==> src/design/srins_ram.sv <==
`default_nettype none

module srins_ram #(
    parameter int WIDTH = 8,
    parameter int DEPTH = 64
) (
    input  wire logic                     clk,
    input  wire logic                     wr_en,
    input  wire logic [$clog2(DEPTH)-1:0] wr_addr,
    input  wire logic [WIDTH-1:0]         wr_data,
    input  wire logic                     rd_en,
    input  wire logic [$clog2(DEPTH)-1:0] rd_addr,
    output logic      [WIDTH-1:0]         rd_data
);

    logic [WIDTH-1:0] mem [DEPTH];

    always_ff @(posedge clk)
    begin
        if (wr_en)
        begin
            mem[wr_addr] <= wr_data;
        end
    end

    always_ff @(posedge clk)
    begin
        if (rd_en)
        begin
            rd_data <= mem[rd_addr];
        end
    end

endmodule

`default_nettype wire

==> config.mk <==
export PLATFORM = sky130hd
export DESIGN_NAME = srins_ram
export DESIGN_NICKNAME = d
export VERILOG_FILES = /design/src/design/srins_ram.sv
export SDC_FILE = /design/constraint.sdc
export NUM_CORES = 1
export LEC_CHECK = 0
export BUFFER_PORTS_ARGS = -buffer_cell sky130_fd_sc_hd__buf_2
export CAP_MARGIN = 10
export CORE_MARGIN = 2
export CORE_UTILIZATION = 40
export CTS_CLUSTER_DIAMETER = 50
export CTS_CLUSTER_SIZE = 20
export DETAILED_ROUTE_END_ITERATION = 16
export MAX_ROUTING_LAYER = met4
export PLACE_DENSITY = 0.55
export SLEW_MARGIN = 5
export SYNTH_ARGS = -nofsm -noshare
export SYNTH_HDL_FRONTEND = slang
export SYNTH_SLANG_ARGS = --single-unit
==> constraint.sdc <==
create_clock -name clk -period 3.6 [get_ports clk]
set_input_delay 1.08 -clock clk [delete_from_list [all_inputs] [get_ports clk]]
set_output_delay 1.08 -clock clk [all_outputs]
set_load 0.02 [all_outputs]
==> flow_metrics.py <==
metrics = {
    "timing": {
        "tightest_slew_ns": 0.9358,
        "fin_ws_ns": 0.4684,
        "rsz0062_at_grt": "no",
        "hold_viol": 0,
        "tns_ns": 0,
        "final-setup-viol-count": 0,
        "fin_crit_sh_pct": 86.99,
        "fin_worst_skew_ns": 0.02544,
        "fmax_ghz": 0.3193,
        "whs_ns": 0.8769,
        "slew_headroom_pct": 37.61,
        "slew_violations": 0,
        "min_period_ns": 3.132,
    },
    "logic_synthesis": {
        "synthCells": 940,
        "ys_ff_latch": 520,
        "yosysUniqueCellTypes": 39,
        "ys_seq_area_share_pct": 77.12,
        "yosysWarningCount": 0,
        "synthesis.area_mm2": 0.02025,
        "synth_fp_nets": 963,
        "avgSynthCellArea_um2": 21.54,
    },
    "floorplanning": {
        "rows": 82,
        "start_util_pct": 40.44,
        "boundaryPins": 31,
        "dieHeight_um": 229.0,
        "die_area_mm2": 0.05243,
        "dieWidth_um": 229.0,
        "core_area_mm2": 0.05007,
    },
    "place": {
        "portBuffers": 30,
        "dp_hpwl_um": 30980,
        "placed_cells": 1717,
        "post_dp_cell_area_mm2": 0.02198,
        "gp_congestion": 0.8185,
        "dp_slack_ns": -0.1255,
    },
    "detailed_routing": {
        "drcViolationCount": 0,
        "totalWireLength_um": 47350,
        "first_pass_iters": 5,
        "ant_nets": 0,
        "drt_iter0_markers": 948,
        "viasPerCell": 5.469,
        "wl_per_cell_um": 26.35,
        "routed-via-count": 9828,
    },
    "global_route": {
        "grt_pass1_wl_um": 69630,
        "first_global_vias": 9969,
        "grtUsageTotal_pct": 18.93,
        "grt_max_degree": 49,
        "antenna_found_initial": 2,
        "grt-ovfl-total": 0,
    },
    "power_and_ir_drop": {
        "clkPwrFrac_pct": 39.1,
        "powerDensity_mw_per_mm2": 519.2,
        "switchingPower_mw": 2.740,
        "power_frac_seq_pct": 55.3,
        "comb_power_share_pct": 5.6,
        "internal_power_mw": 9.414,
        "switching_share_pct": 22.54,
        "p_leak_nw": 7.450,
        "ir_worst_vdd_mv": 0.3299,
    },
    "cts": {
        "cts_buffer_depth": 3,
        "cts_tree": "done",
        "worstSkewPairLatency_ns": 0.59,
        "post-cts-setup-buffer-count": 0,
        "hold_buffers": 0,
        "cts_sinks": 520,
        "cts-resized-gates": 0,
        "cts_inserted_buffers": 43,
        "htree_levels": 2,
        "clkTransAtPathRegs_ns": 0.07,
        "clockRootBuffer": "clkbuf_16",
    },
    "final_layout": {
        "drive_gt1_share_pct": 32.95,
        "fill_cells": 4227,
        "mostFrequentLayoutCells": "edfxtp_1, mux4_2, buf_4",
        "layout_commonest_cell": "edfxtp_1",
        "design_area_mm2": 0.02341,
        "area_delta_synth_final_pct": 15.62,
        "fin_nets": 1113,
        "fin_cells": 1797,
    },
    "hold_path": {
        "hold_path_class": "primary input to flop",
    },
    "critical_path": {
        "reg2reg_slack_ns": 1.18,
        "crit_arrival_ns": 3.45,
        "slowest_stage": "nor3_1",
        "critPathTopFamily": "multiplexers",
        "crit_buf_inv": 2,
        "start_kind": "primary input",
        "path_cells": "clkbuf_8, buf_12, mux4_2, mux2_2, o221a_2, nor3_1, o32ai_1",
        "cp-end-kind": "flop",
        "crit_type": "primary input to flop",
        "slowest_delay_ns": 0.55,
        "crit_fanout": 24,
        "required_ns": 3.92,
    },
    "run": {
        "maxCapViolCount": 0,
    },
    "status": {
        "status": "finished, final reports clean",
    },
}
==> cells by family (layout without fill, tap and decap cells) <==
| logic type | count (synthesis) | count (layout) | share of synthesized area (%) |
|---|---|---|---|
| buffers and inverters | 51 | 234 | 1.563 |
| and+or+nand+nor | 153 | 153 | 3.374 |
| muxes | 162 | 162 | 15.88 |
| other | 0 | 2 | 0 |
| AOI/OAI and AO/OA | 54 | 54 | 2.064 |
| DFF | 520 | 520 | 77.12 |
==> path summary, 6_finish.rpt <==
path | startpoint | end | cells past startpoint
worst max-delay path | rd_addr[0] | rd_data[4] | 7
worst min-delay path | rd_en | rd_data[7] | 1
worst max register to register | mem[24][4] | rd_data[4] | 5
worst min register to register | mem[23][0] | rd_data[0] | 4
==> layer usage <==
metal	wire length, um	track usage (%)	part of all wire [%]	vias up
met1	21380	26.52	45	5272
met4	835	4.140	1.8	0
met5	0	-	0	-
met3	2589	3.586	5.5	52
li1	-	-	-	4237
met2	22540	29.13	48	267
==> state kept, by name, indices dropped and copies added, names as in the netlist <==
name	flops
mem	512
rd_data	8
==> power groups by stage <==
stage	logic [mW]	clock network, mW	registers (mW)
2_1_floorplan	0.357	0	6.86
3_3_place_gp	0.685	0	6.86
3_5_place_dp	0.691	0	6.86
4_1_cts	0.692	4.87	6.72
5_1_grt	0.728	5.07	6.73
6_report	0.680	4.75	6.72
==> Yosys cell counts <==
| library cell | count | area [um^2] |
|---|---|---|
| buf_12 | 2 | 40.04 |
| nand2b_1 | 7 | 43.79 |
| nand4_1 | 2 | 12.51 |
| o311ai_1 | 1 | 8.760 |
| a22oi_1 | 3 | 22.52 |
| nand3_1 | 13 | 65.06 |
| o221a_2 | 2 | 22.52 |
| buf_4 | 13 | 97.59 |
| a31oi_1 | 1 | 6.260 |
| o21ai_0 | 2 | 10.01 |
| mux2i_1 | 23 | 230.2 |
| nor3_1 | 7 | 35.03 |
| o41ai_1 | 2 | 17.52 |
| nor2b_1 | 14 | 87.58 |
| clkbuf_1 | 17 | 63.81 |
| o21ai_1 | 2 | 10.01 |
| o21a_1 | 2 | 15.01 |
| a221oi_1 | 6 | 52.55 |
| or3_1 | 1 | 6.260 |
| o2111ai_1 | 3 | 26.28 |
| o2bb2ai_1 | 3 | 26.28 |
| o221ai_1 | 8 | 70.07 |
| a21oi_1 | 3 | 15.01 |
| mux4_2 | 126 | 2838 |
| nand4b_1 | 1 | 8.760 |
| nor4_1 | 2 | 12.51 |
| buf_6 | 4 | 45.04 |
| a211oi_1 | 4 | 30.03 |
| o32ai_1 | 2 | 17.52 |
| nand2_1 | 19 | 71.32 |
| buf_2 | 11 | 55.05 |
| nor2_1 | 83 | 311.6 |
| a2111oi_0 | 2 | 17.52 |
| mux2_2 | 13 | 146.4 |
| and2_1 | 1 | 6.260 |
| edfxtp_1 | 520 | 15610 |
| o22ai_1 | 8 | 50.05 |
| nand3b_1 | 3 | 22.52 |
| buf_1 | 4 | 15.01 |
==> final cells by class <==
class / count / area, um^2 / area share (%)
clock buffer: 45 / 1084 / 4.629
sequential: 520 / 15620 / 66.71
tap: 672 / 840.8 / 3.592
timing repair buffer: 156 / 1210 / 5.169
multi-input combinational: 369 / 4315 / 18.43
antenna: 2 / 5.005 / 0.02138
clock inverter: 33 / 339.1 / 1.448
==> metrics by stage <==
stage / total power [mW] / util, %
floorplan: 7.220 / -
global placement: 7.545 / 43.90
detailed placement: 7.552 / 43.90
CTS: 12.29 / 46.74
global route: 12.52 / 46.75
finish: 12.15 / 46.75
==> worst register-to-register path, delay by kind of cell (launching register included) <==
family | cells | cell delay (ns)
compound gates | 2 | 0.48
simple gates | 1 | 0.55
flops | 1 | 0.39
mux | 2 | 0.75
(Power assumes the default switching activity.)
