$ cat src/design/srins_pkg.sv
`default_nettype none

package srins_pkg;

    localparam int DEF_CAPACITY = 64;

    localparam logic OP_INSERT = 1'b0;
    localparam logic OP_FLUSH  = 1'b1;

    typedef struct packed {
        logic signed [31:0] key;
        logic signed [31:0] quantity;
        logic        [7:0]  kind;
        logic signed [31:0] expiry;
    } rec_t;

    localparam int REC_W = $bits(rec_t);

    typedef struct packed {
        logic load;
        logic rec_valid;
        logic last;
        logic overflow;
    } emit_t;

    typedef enum logic [2:0] {
        ST_IDLE,
        ST_INS_CHK,
        ST_INS_CMP,
        ST_FL_RD,
        ST_FL_OUT,
        ST_FL_EMPTY
    } state_t;

endpackage

`default_nettype wire

$ cat src/design/srins_seq.sv
`default_nettype none

module srins_seq #(
    parameter int CAPACITY = 64
) (
    input  wire logic                        clk,
    input  wire logic                        rst_n,
    input  wire logic                        in_valid,
    output logic                             in_stall,
    input  wire logic                        in_op,
    input  wire srins_pkg::rec_t             in_rec,
    input  wire logic                        out_free,
    output srins_pkg::emit_t                 emit,
    output srins_pkg::rec_t                  emit_rec,
    output logic                             ram_wr_en,
    output logic [$clog2(CAPACITY)-1:0]      ram_wr_addr,
    output srins_pkg::rec_t                  ram_wr_data,
    output logic                             ram_rd_en,
    output logic [$clog2(CAPACITY)-1:0]      ram_rd_addr,
    input  wire srins_pkg::rec_t             ram_rd_data
);

    import srins_pkg::*;

    localparam int AW = $clog2(CAPACITY);
    localparam int CW = $clog2(CAPACITY + 1);
    localparam logic [CW-1:0] CAP_W = CW'(CAPACITY);

    state_t        state_reg, state_next;
    logic [CW-1:0] count_reg, count_next;
    logic [CW-1:0] idx_reg, idx_next;
    logic          flag_reg, flag_next;
    rec_t          new_rec_reg, new_rec_next;

    logic [CW-1:0] idx_dec;
    logic [CW-1:0] idx_inc;
    logic          key_le;
    logic          flush_last;

    assign idx_dec    = idx_reg - CW'(1);
    assign idx_inc    = idx_reg + CW'(1);
    assign key_le     = $signed(ram_rd_data.key) <= $signed(new_rec_reg.key);
    assign flush_last = (idx_inc == count_reg);
    assign in_stall   = (state_reg != ST_IDLE);

    always_comb
    begin
        state_next = state_reg;
        unique case (state_reg)
            ST_IDLE:
            begin
                if (in_valid)
                begin
                    if (in_op == OP_FLUSH)
                    begin
                        state_next = (count_reg == '0) ? ST_FL_EMPTY : ST_FL_RD;
                    end
                    else if (count_reg != CAP_W)
                    begin
                        state_next = ST_INS_CHK;
                    end
                end
            end
            ST_INS_CHK:
            begin
                state_next = (idx_reg == '0) ? ST_IDLE : ST_INS_CMP;
            end
            ST_INS_CMP:
            begin
                state_next = key_le ? ST_IDLE : ST_INS_CHK;
            end
            ST_FL_RD:
            begin
                state_next = ST_FL_OUT;
            end
            ST_FL_OUT:
            begin
                if (out_free)
                begin
                    state_next = flush_last ? ST_IDLE : ST_FL_RD;
                end
            end
            ST_FL_EMPTY:
            begin
                if (out_free)
                begin
                    state_next = ST_IDLE;
                end
            end
            default:
            begin
                state_next = ST_IDLE;
            end
        endcase
    end

    always_comb
    begin
        count_next   = count_reg;
        idx_next     = idx_reg;
        flag_next    = flag_reg;
        new_rec_next = new_rec_reg;
        emit         = '0;
        emit_rec     = '0;
        ram_wr_en    = 1'b0;
        ram_wr_addr  = idx_reg[AW-1:0];
        ram_wr_data  = new_rec_reg;
        ram_rd_en    = 1'b0;
        ram_rd_addr  = idx_reg[AW-1:0];
        unique case (state_reg)
            ST_IDLE:
            begin
                if (in_valid)
                begin
                    if (in_op == OP_FLUSH)
                    begin
                        idx_next = '0;
                    end
                    else if (count_reg == CAP_W)
                    begin
                        flag_next = 1'b1;
                    end
                    else
                    begin
                        new_rec_next = in_rec;
                        idx_next     = count_reg;
                    end
                end
            end
            ST_INS_CHK:
            begin
                if (idx_reg == '0)
                begin
                    ram_wr_en   = 1'b1;
                    ram_wr_addr = '0;
                    count_next  = count_reg + CW'(1);
                end
                else
                begin
                    ram_rd_en   = 1'b1;
                    ram_rd_addr = idx_dec[AW-1:0];
                end
            end
            ST_INS_CMP:
            begin
                // The new request lands right above the first stored key that is not larger.
                ram_wr_en = 1'b1;
                if (key_le)
                begin
                    count_next = count_reg + CW'(1);
                end
                else
                begin
                    ram_wr_data = ram_rd_data;
                    idx_next    = idx_dec;
                end
            end
            ST_FL_RD:
            begin
                ram_rd_en = 1'b1;
            end
            ST_FL_OUT:
            begin
                emit_rec = ram_rd_data;
                if (out_free)
                begin
                    emit.load      = 1'b1;
                    emit.rec_valid = 1'b1;
                    emit.last      = flush_last;
                    emit.overflow  = flag_reg;
                    if (flush_last)
                    begin
                        count_next = '0;
                        flag_next  = 1'b0;
                    end
                    else
                    begin
                        idx_next = idx_inc;
                    end
                end
            end
            ST_FL_EMPTY:
            begin
                if (out_free)
                begin
                    emit.load     = 1'b1;
                    emit.last     = 1'b1;
                    emit.overflow = flag_reg;
                    flag_next     = 1'b0;
                end
            end
            default:
            begin
                emit = '0;
            end
        endcase
    end

    always_ff @(posedge clk or negedge rst_n)
    begin
        if (!rst_n)
        begin
            state_reg <= ST_IDLE;
            count_reg <= '0;
            idx_reg   <= '0;
            flag_reg  <= 1'b0;
        end
        else
        begin
            state_reg <= state_next;
            count_reg <= count_next;
            idx_reg   <= idx_next;
            flag_reg  <= flag_next;
        end
    end

    always_ff @(posedge clk)
    begin
        new_rec_reg <= new_rec_next;
    end

    a_count_bound: assert property (@(posedge clk) disable iff (!rst_n)
        count_reg <= CAP_W)
        else $error("entry count exceeds capacity");

    a_write_in_range: assert property (@(posedge clk) disable iff (!rst_n)
        ram_wr_en |-> (CW'(ram_wr_addr) <= count_reg))
        else $error("store write beyond the filled region");

    a_emit_free: assert property (@(posedge clk) disable iff (!rst_n)
        emit.load |-> out_free)
        else $error("result emitted into an occupied output register");

    a_flush_clears: assert property (@(posedge clk) disable iff (!rst_n)
        (emit.load && emit.last) |=> (count_reg == '0 && !flag_reg))
        else $error("table not emptied after the last flush result");

endmodule

`default_nettype wire

$ cat config.mk
export PLATFORM = sky130hd
export DESIGN_NAME = srins_seq
export DESIGN_NICKNAME = d
export VERILOG_FILES = /design/src/design/srins_pkg.sv /design/src/design/srins_seq.sv
export SDC_FILE = /design/constraint.sdc
export NUM_CORES = 1
export LEC_CHECK = 0
export BUFFER_PORTS_ARGS = -buffer_cell sky130_fd_sc_hd__buf_2
export CAP_MARGIN = 25
export CORE_AREA = 4 4 167 169
export CTS_CLUSTER_SIZE = 8
export DETAILED_ROUTE_END_ITERATION = 6
export DIE_AREA = 0 0 171 173
export GPL_TIMING_DRIVEN = 0
export PLACE_DENSITY = 0.67
export SYNTH_ARGS = -nofsm -noshare
export SYNTH_HDL_FRONTEND = slang
export SYNTH_SLANG_ARGS = --single-unit
$ cat constraint.sdc
create_clock -name clk -period 8.3 [get_ports clk]
set_input_delay 0.83 -clock clk [delete_from_list [all_inputs] [get_ports clk]]
set_output_delay 0.83 -clock clk [all_outputs]
set_load 0.05 [all_outputs]
==> out/metrics.cfg <==
[outcome]
outcome=finished, final reports clean

[yosys]
synth_top_family_by_area=simple AND/OR/NAND/NOR gates
synthDominantCellAreaShare_pct=41.1
simple_gate_share_of_the_synthesized_area_pct=28.4
synth-edff-count=104
synth_seq_area_share_pct=47.0
syn-num-nets=1101
synth_area_um2=7600
synth_common_cells=263 x sky130_fd_sc_hd__nand2_1, 108 x sky130_fd_sc_hd__and2_1, 104 x sky130_fd_sc_hd__edfxtp_1
synth.largest_area_cell=sky130_fd_sc_hd__edfxtp_1
ys_seq_elements=122
synthesis.yosys.warnings=0
netlist-cell-type-count=63
synth-compound-area-share_pct=11.1
synth.top_cells.by_area=sky130_fd_sc_hd__edfxtp_1 41%, sky130_fd_sc_hd__nand2_1 13%, sky130_fd_sc_hd__and2_1 8.9%, sky130_fd_sc_hd__ha_1 6.1%, sky130_fd_sc_hd__dfrtp_1 5.9%
asyncSetResetFlopFracSynth_pct=14.8
synthesis.instances=851
yosys.cell_count.top_type=sky130_fd_sc_hd__nand2_1
synth.mux.area_fraction_pct=0.658
synth_ff_type=sky130_fd_sc_hd__edfxtp_1
synth-xor-area-share_pct=1.74
postSynthAreaPerCell_um2=8.93
synth-adder-area-share_pct=6.09

[sta]
fmax_mhz=205
timing.final.max_slew_violations=0
share_of_the_clock_period_used_by_the_worst_path_after_layout_pct=58.9
worstMarginPinSlew_ns=0.821
postLayoutSetupSlackWorst_ns=3.41
final-hold-violation-count=0
final.setup_skew_ns=0.0213
worst_hold_slack_ns=0.364
finalWorstPathRequiredPeriod_ns=4.89
max_slew_margin_pct=44.9
setup_viol=0
rsz_0062_raised_after_global_routing=no

[clock_tree]
post-cts-setup-buffers=0
hold_buffers=0
cts.repair.resized=0
clock_insertion_delay_at_the_later_pin_of_the_skew_report_ns=0.42
cts.reportedPaths.clkPinSlew_ns=0.06
cts_made_buffers=17
clockBufferDepth=2
clock-sinks=122
cts_root_buffer=sky130_fd_sc_hd__clkbuf_16
cts_tree=done
htree_num_levels=4

[pwr]
vdd.ir_drop.worst_uv=127
static_leakage_uw=0.00555
power_density_relative_to_cell_area_nw_per_um2=346
overall_power_after_layout_uw=3770

[global_routing]
grt.overflow.total=0
grt_use_total_pct=19.3
grt_first_pass_wirelength_um=44400
gr-max-usage-layer=met2
globalRouteMet3Util_pct=4.53
number_of_antenna_violations_at_the_first_check_in_global_routing=5
met1_usage_pct=24.0
largest_net_degree_at_the_start_of_global_routing=37
grt_pass1_vias=7817
grt_use_met2_pct=32.6

[placement]
port_buffers=439
place.detailed.hpwl_um=23800
count_of_placed_standard_cells_including_taps=1634
preCtsSetupSlack_ns=3.30
gpl.final_weighted_congestion=0.951

[worst_setup_path]
criticalPathCategory=in2out
start_kind=input pin
cp_max_fo=10
critical_path.endpoint_type=output port
arrival_ns=4.06
cp.required_ns=7.47

[finish]
fin_cells=1666
antenna_cells=0
final.fill_count=2685
largest_register_ff_count=104
final_net_count=1562
drive_gt1_share_pct=38.1
layout-area-overhead-vs-synth_pct=43.2

[route]
viasPerCell=4.72
detail-route-antenna-nets=0
routed_wirelength_um=29400
route.vias.total=7858
remaining_drcs=0
initialDrtViolationCount=669
detail_route.wl_per_cell_um=17.6
dr.pass1.iters=5

[floorplan]
design.die.area_um2=29600
ios=440
placeableCoreArea_um2=26600
die_height_um=173
die_width_um=171
initial_core_util_pct=28.6
placement_rows=60

[hold_path]
hold_path_class=in2async

[run]
maxCapViolCount=0

metal layers:
| metal | part of all wire (%) | vias to the layer above |
|---|---|---|
| li1 | - | 3819 |
| met1 | 40 | 3638 |
| met2 | 49 | 341 |
| met3 | 7.5 | 52 |
| met4 | 2.8 | 8 |
| met5 | 0.19 | - |
logic make-up after synthesis:
family | count (synthesis)
AOI/OAI and AO/OA | 129
xor gates and xnor gates | 12
adders and majority gates | 37
buffers and inverters | 96
DFF | 122
muxes | 4
and+or+nand+nor | 451
critical path, cell delays in order:
cell,delay [ns]
sky130_fd_sc_hd__buf_2,0.14
sky130_fd_sc_hd__ha_1,0.33
sky130_fd_sc_hd__nand4_1,0.19
sky130_fd_sc_hd__nor3_1,0.08
sky130_fd_sc_hd__a211oi_1,0.48
sky130_fd_sc_hd__a21oi_1,0.23
sky130_fd_sc_hd__o31ai_4,0.72
sky130_fd_sc_hd__clkbuf_1,0.51
sky130_fd_sc_hd__nand2_1,0.12
sky130_fd_sc_hd__nand2_1,0.14
sky130_fd_sc_hd__buf_2,0.28
final timing paths:
| path | to | slack (ns) | depth (start not counted) | startpoint |
|---|---|---|---|---|
| min in group clk | flag_reg$_DFFE_PN0P_ | 0.54 | 2 | flag_reg$_DFFE_PN0P_ |
| max reg2reg | count_reg[1]$_DFFE_PN0P_ | 5.01 | 10 | new_rec_reg[94]$_DFFE_PP_ |
| max | ram_wr_data[12] | 3.41 | 11 | ram_rd_data[99] |
| max in group asynchronous | idx_reg[4]$_DFFE_PN0P_ | 7.62 | 1 | rst_n |
| min reg2reg | flag_reg$_DFFE_PN0P_ | 0.54 | 2 | flag_reg$_DFFE_PN0P_ |
| min | idx_reg[1]$_DFFE_PN0P_ | 0.36 | 1 | rst_n |
cell type report:
class / count / area, um^2 / area share [%]
clock inverters: 14 / 164 / 1.51
plain buffers: 50 / 208 / 1.91
multi-input cells: 633 / 3660 / 33.6
repair buffers: 442 / 2260 / 20.7
well taps: 341 / 427 / 3.92
clock buffers: 18 / 429 / 3.94
inverters: 46 / 173 / 1.59
flip-flops and latches: 122 / 3570 / 32.8
metrics by stage:
stage	util (%)	area, um^2	TNS, ns
2_1_floorplan	-	7600	0
3_3_place_gp	38.5	10200	-45.00
3_5_place_dp	38.7	10300	0
4_1_cts	41.0	10900	0
5_1_grt	41.0	10900	0
6_report	41.0	10900	0
cell usage in the layout, fill, tap and decap left out, drive strengths merged, types with 3 or more instances in the layout:
| master | netlist | routed |
|---|---|---|
| buf | 16 | 458 |
| nand2 | 263 | 263 |
| and2 | 109 | 109 |
| edfxtp | 104 | 104 |
| inv | 46 | 52 |
| clkbuf | 34 | 52 |
| o21ai | 47 | 47 |
| ha | 37 | 37 |
| a21oi | 31 | 31 |
| nor2 | 20 | 20 |
| dfrtp | 18 | 18 |
| nor3 | 13 | 13 |
| nand4 | 13 | 13 |
| nand3 | 12 | 12 |
| o31ai | 10 | 10 |
| xnor2 | 6 | 6 |
| and3 | 6 | 6 |
| a21o | 6 | 6 |
| xor2 | 4 | 4 |
| nor4 | 4 | 4 |
| or3 | 3 | 3 |
| a31oi | 3 | 3 |
| o22ai | 3 | 3 |
| o31a | 3 | 3 |
| clkinvlp | 0 | 3 |
| clkinv | 0 | 3 |
| nor2b | 3 | 3 |
| a211oi | 3 | 3 |
power by group:
group          switching [uW]  total (uW)  internal [uW]
combinational            1650        2180            537
clock                     310         761            451
sequential               53.5         827            774
(Power assumes the default switching activity.)
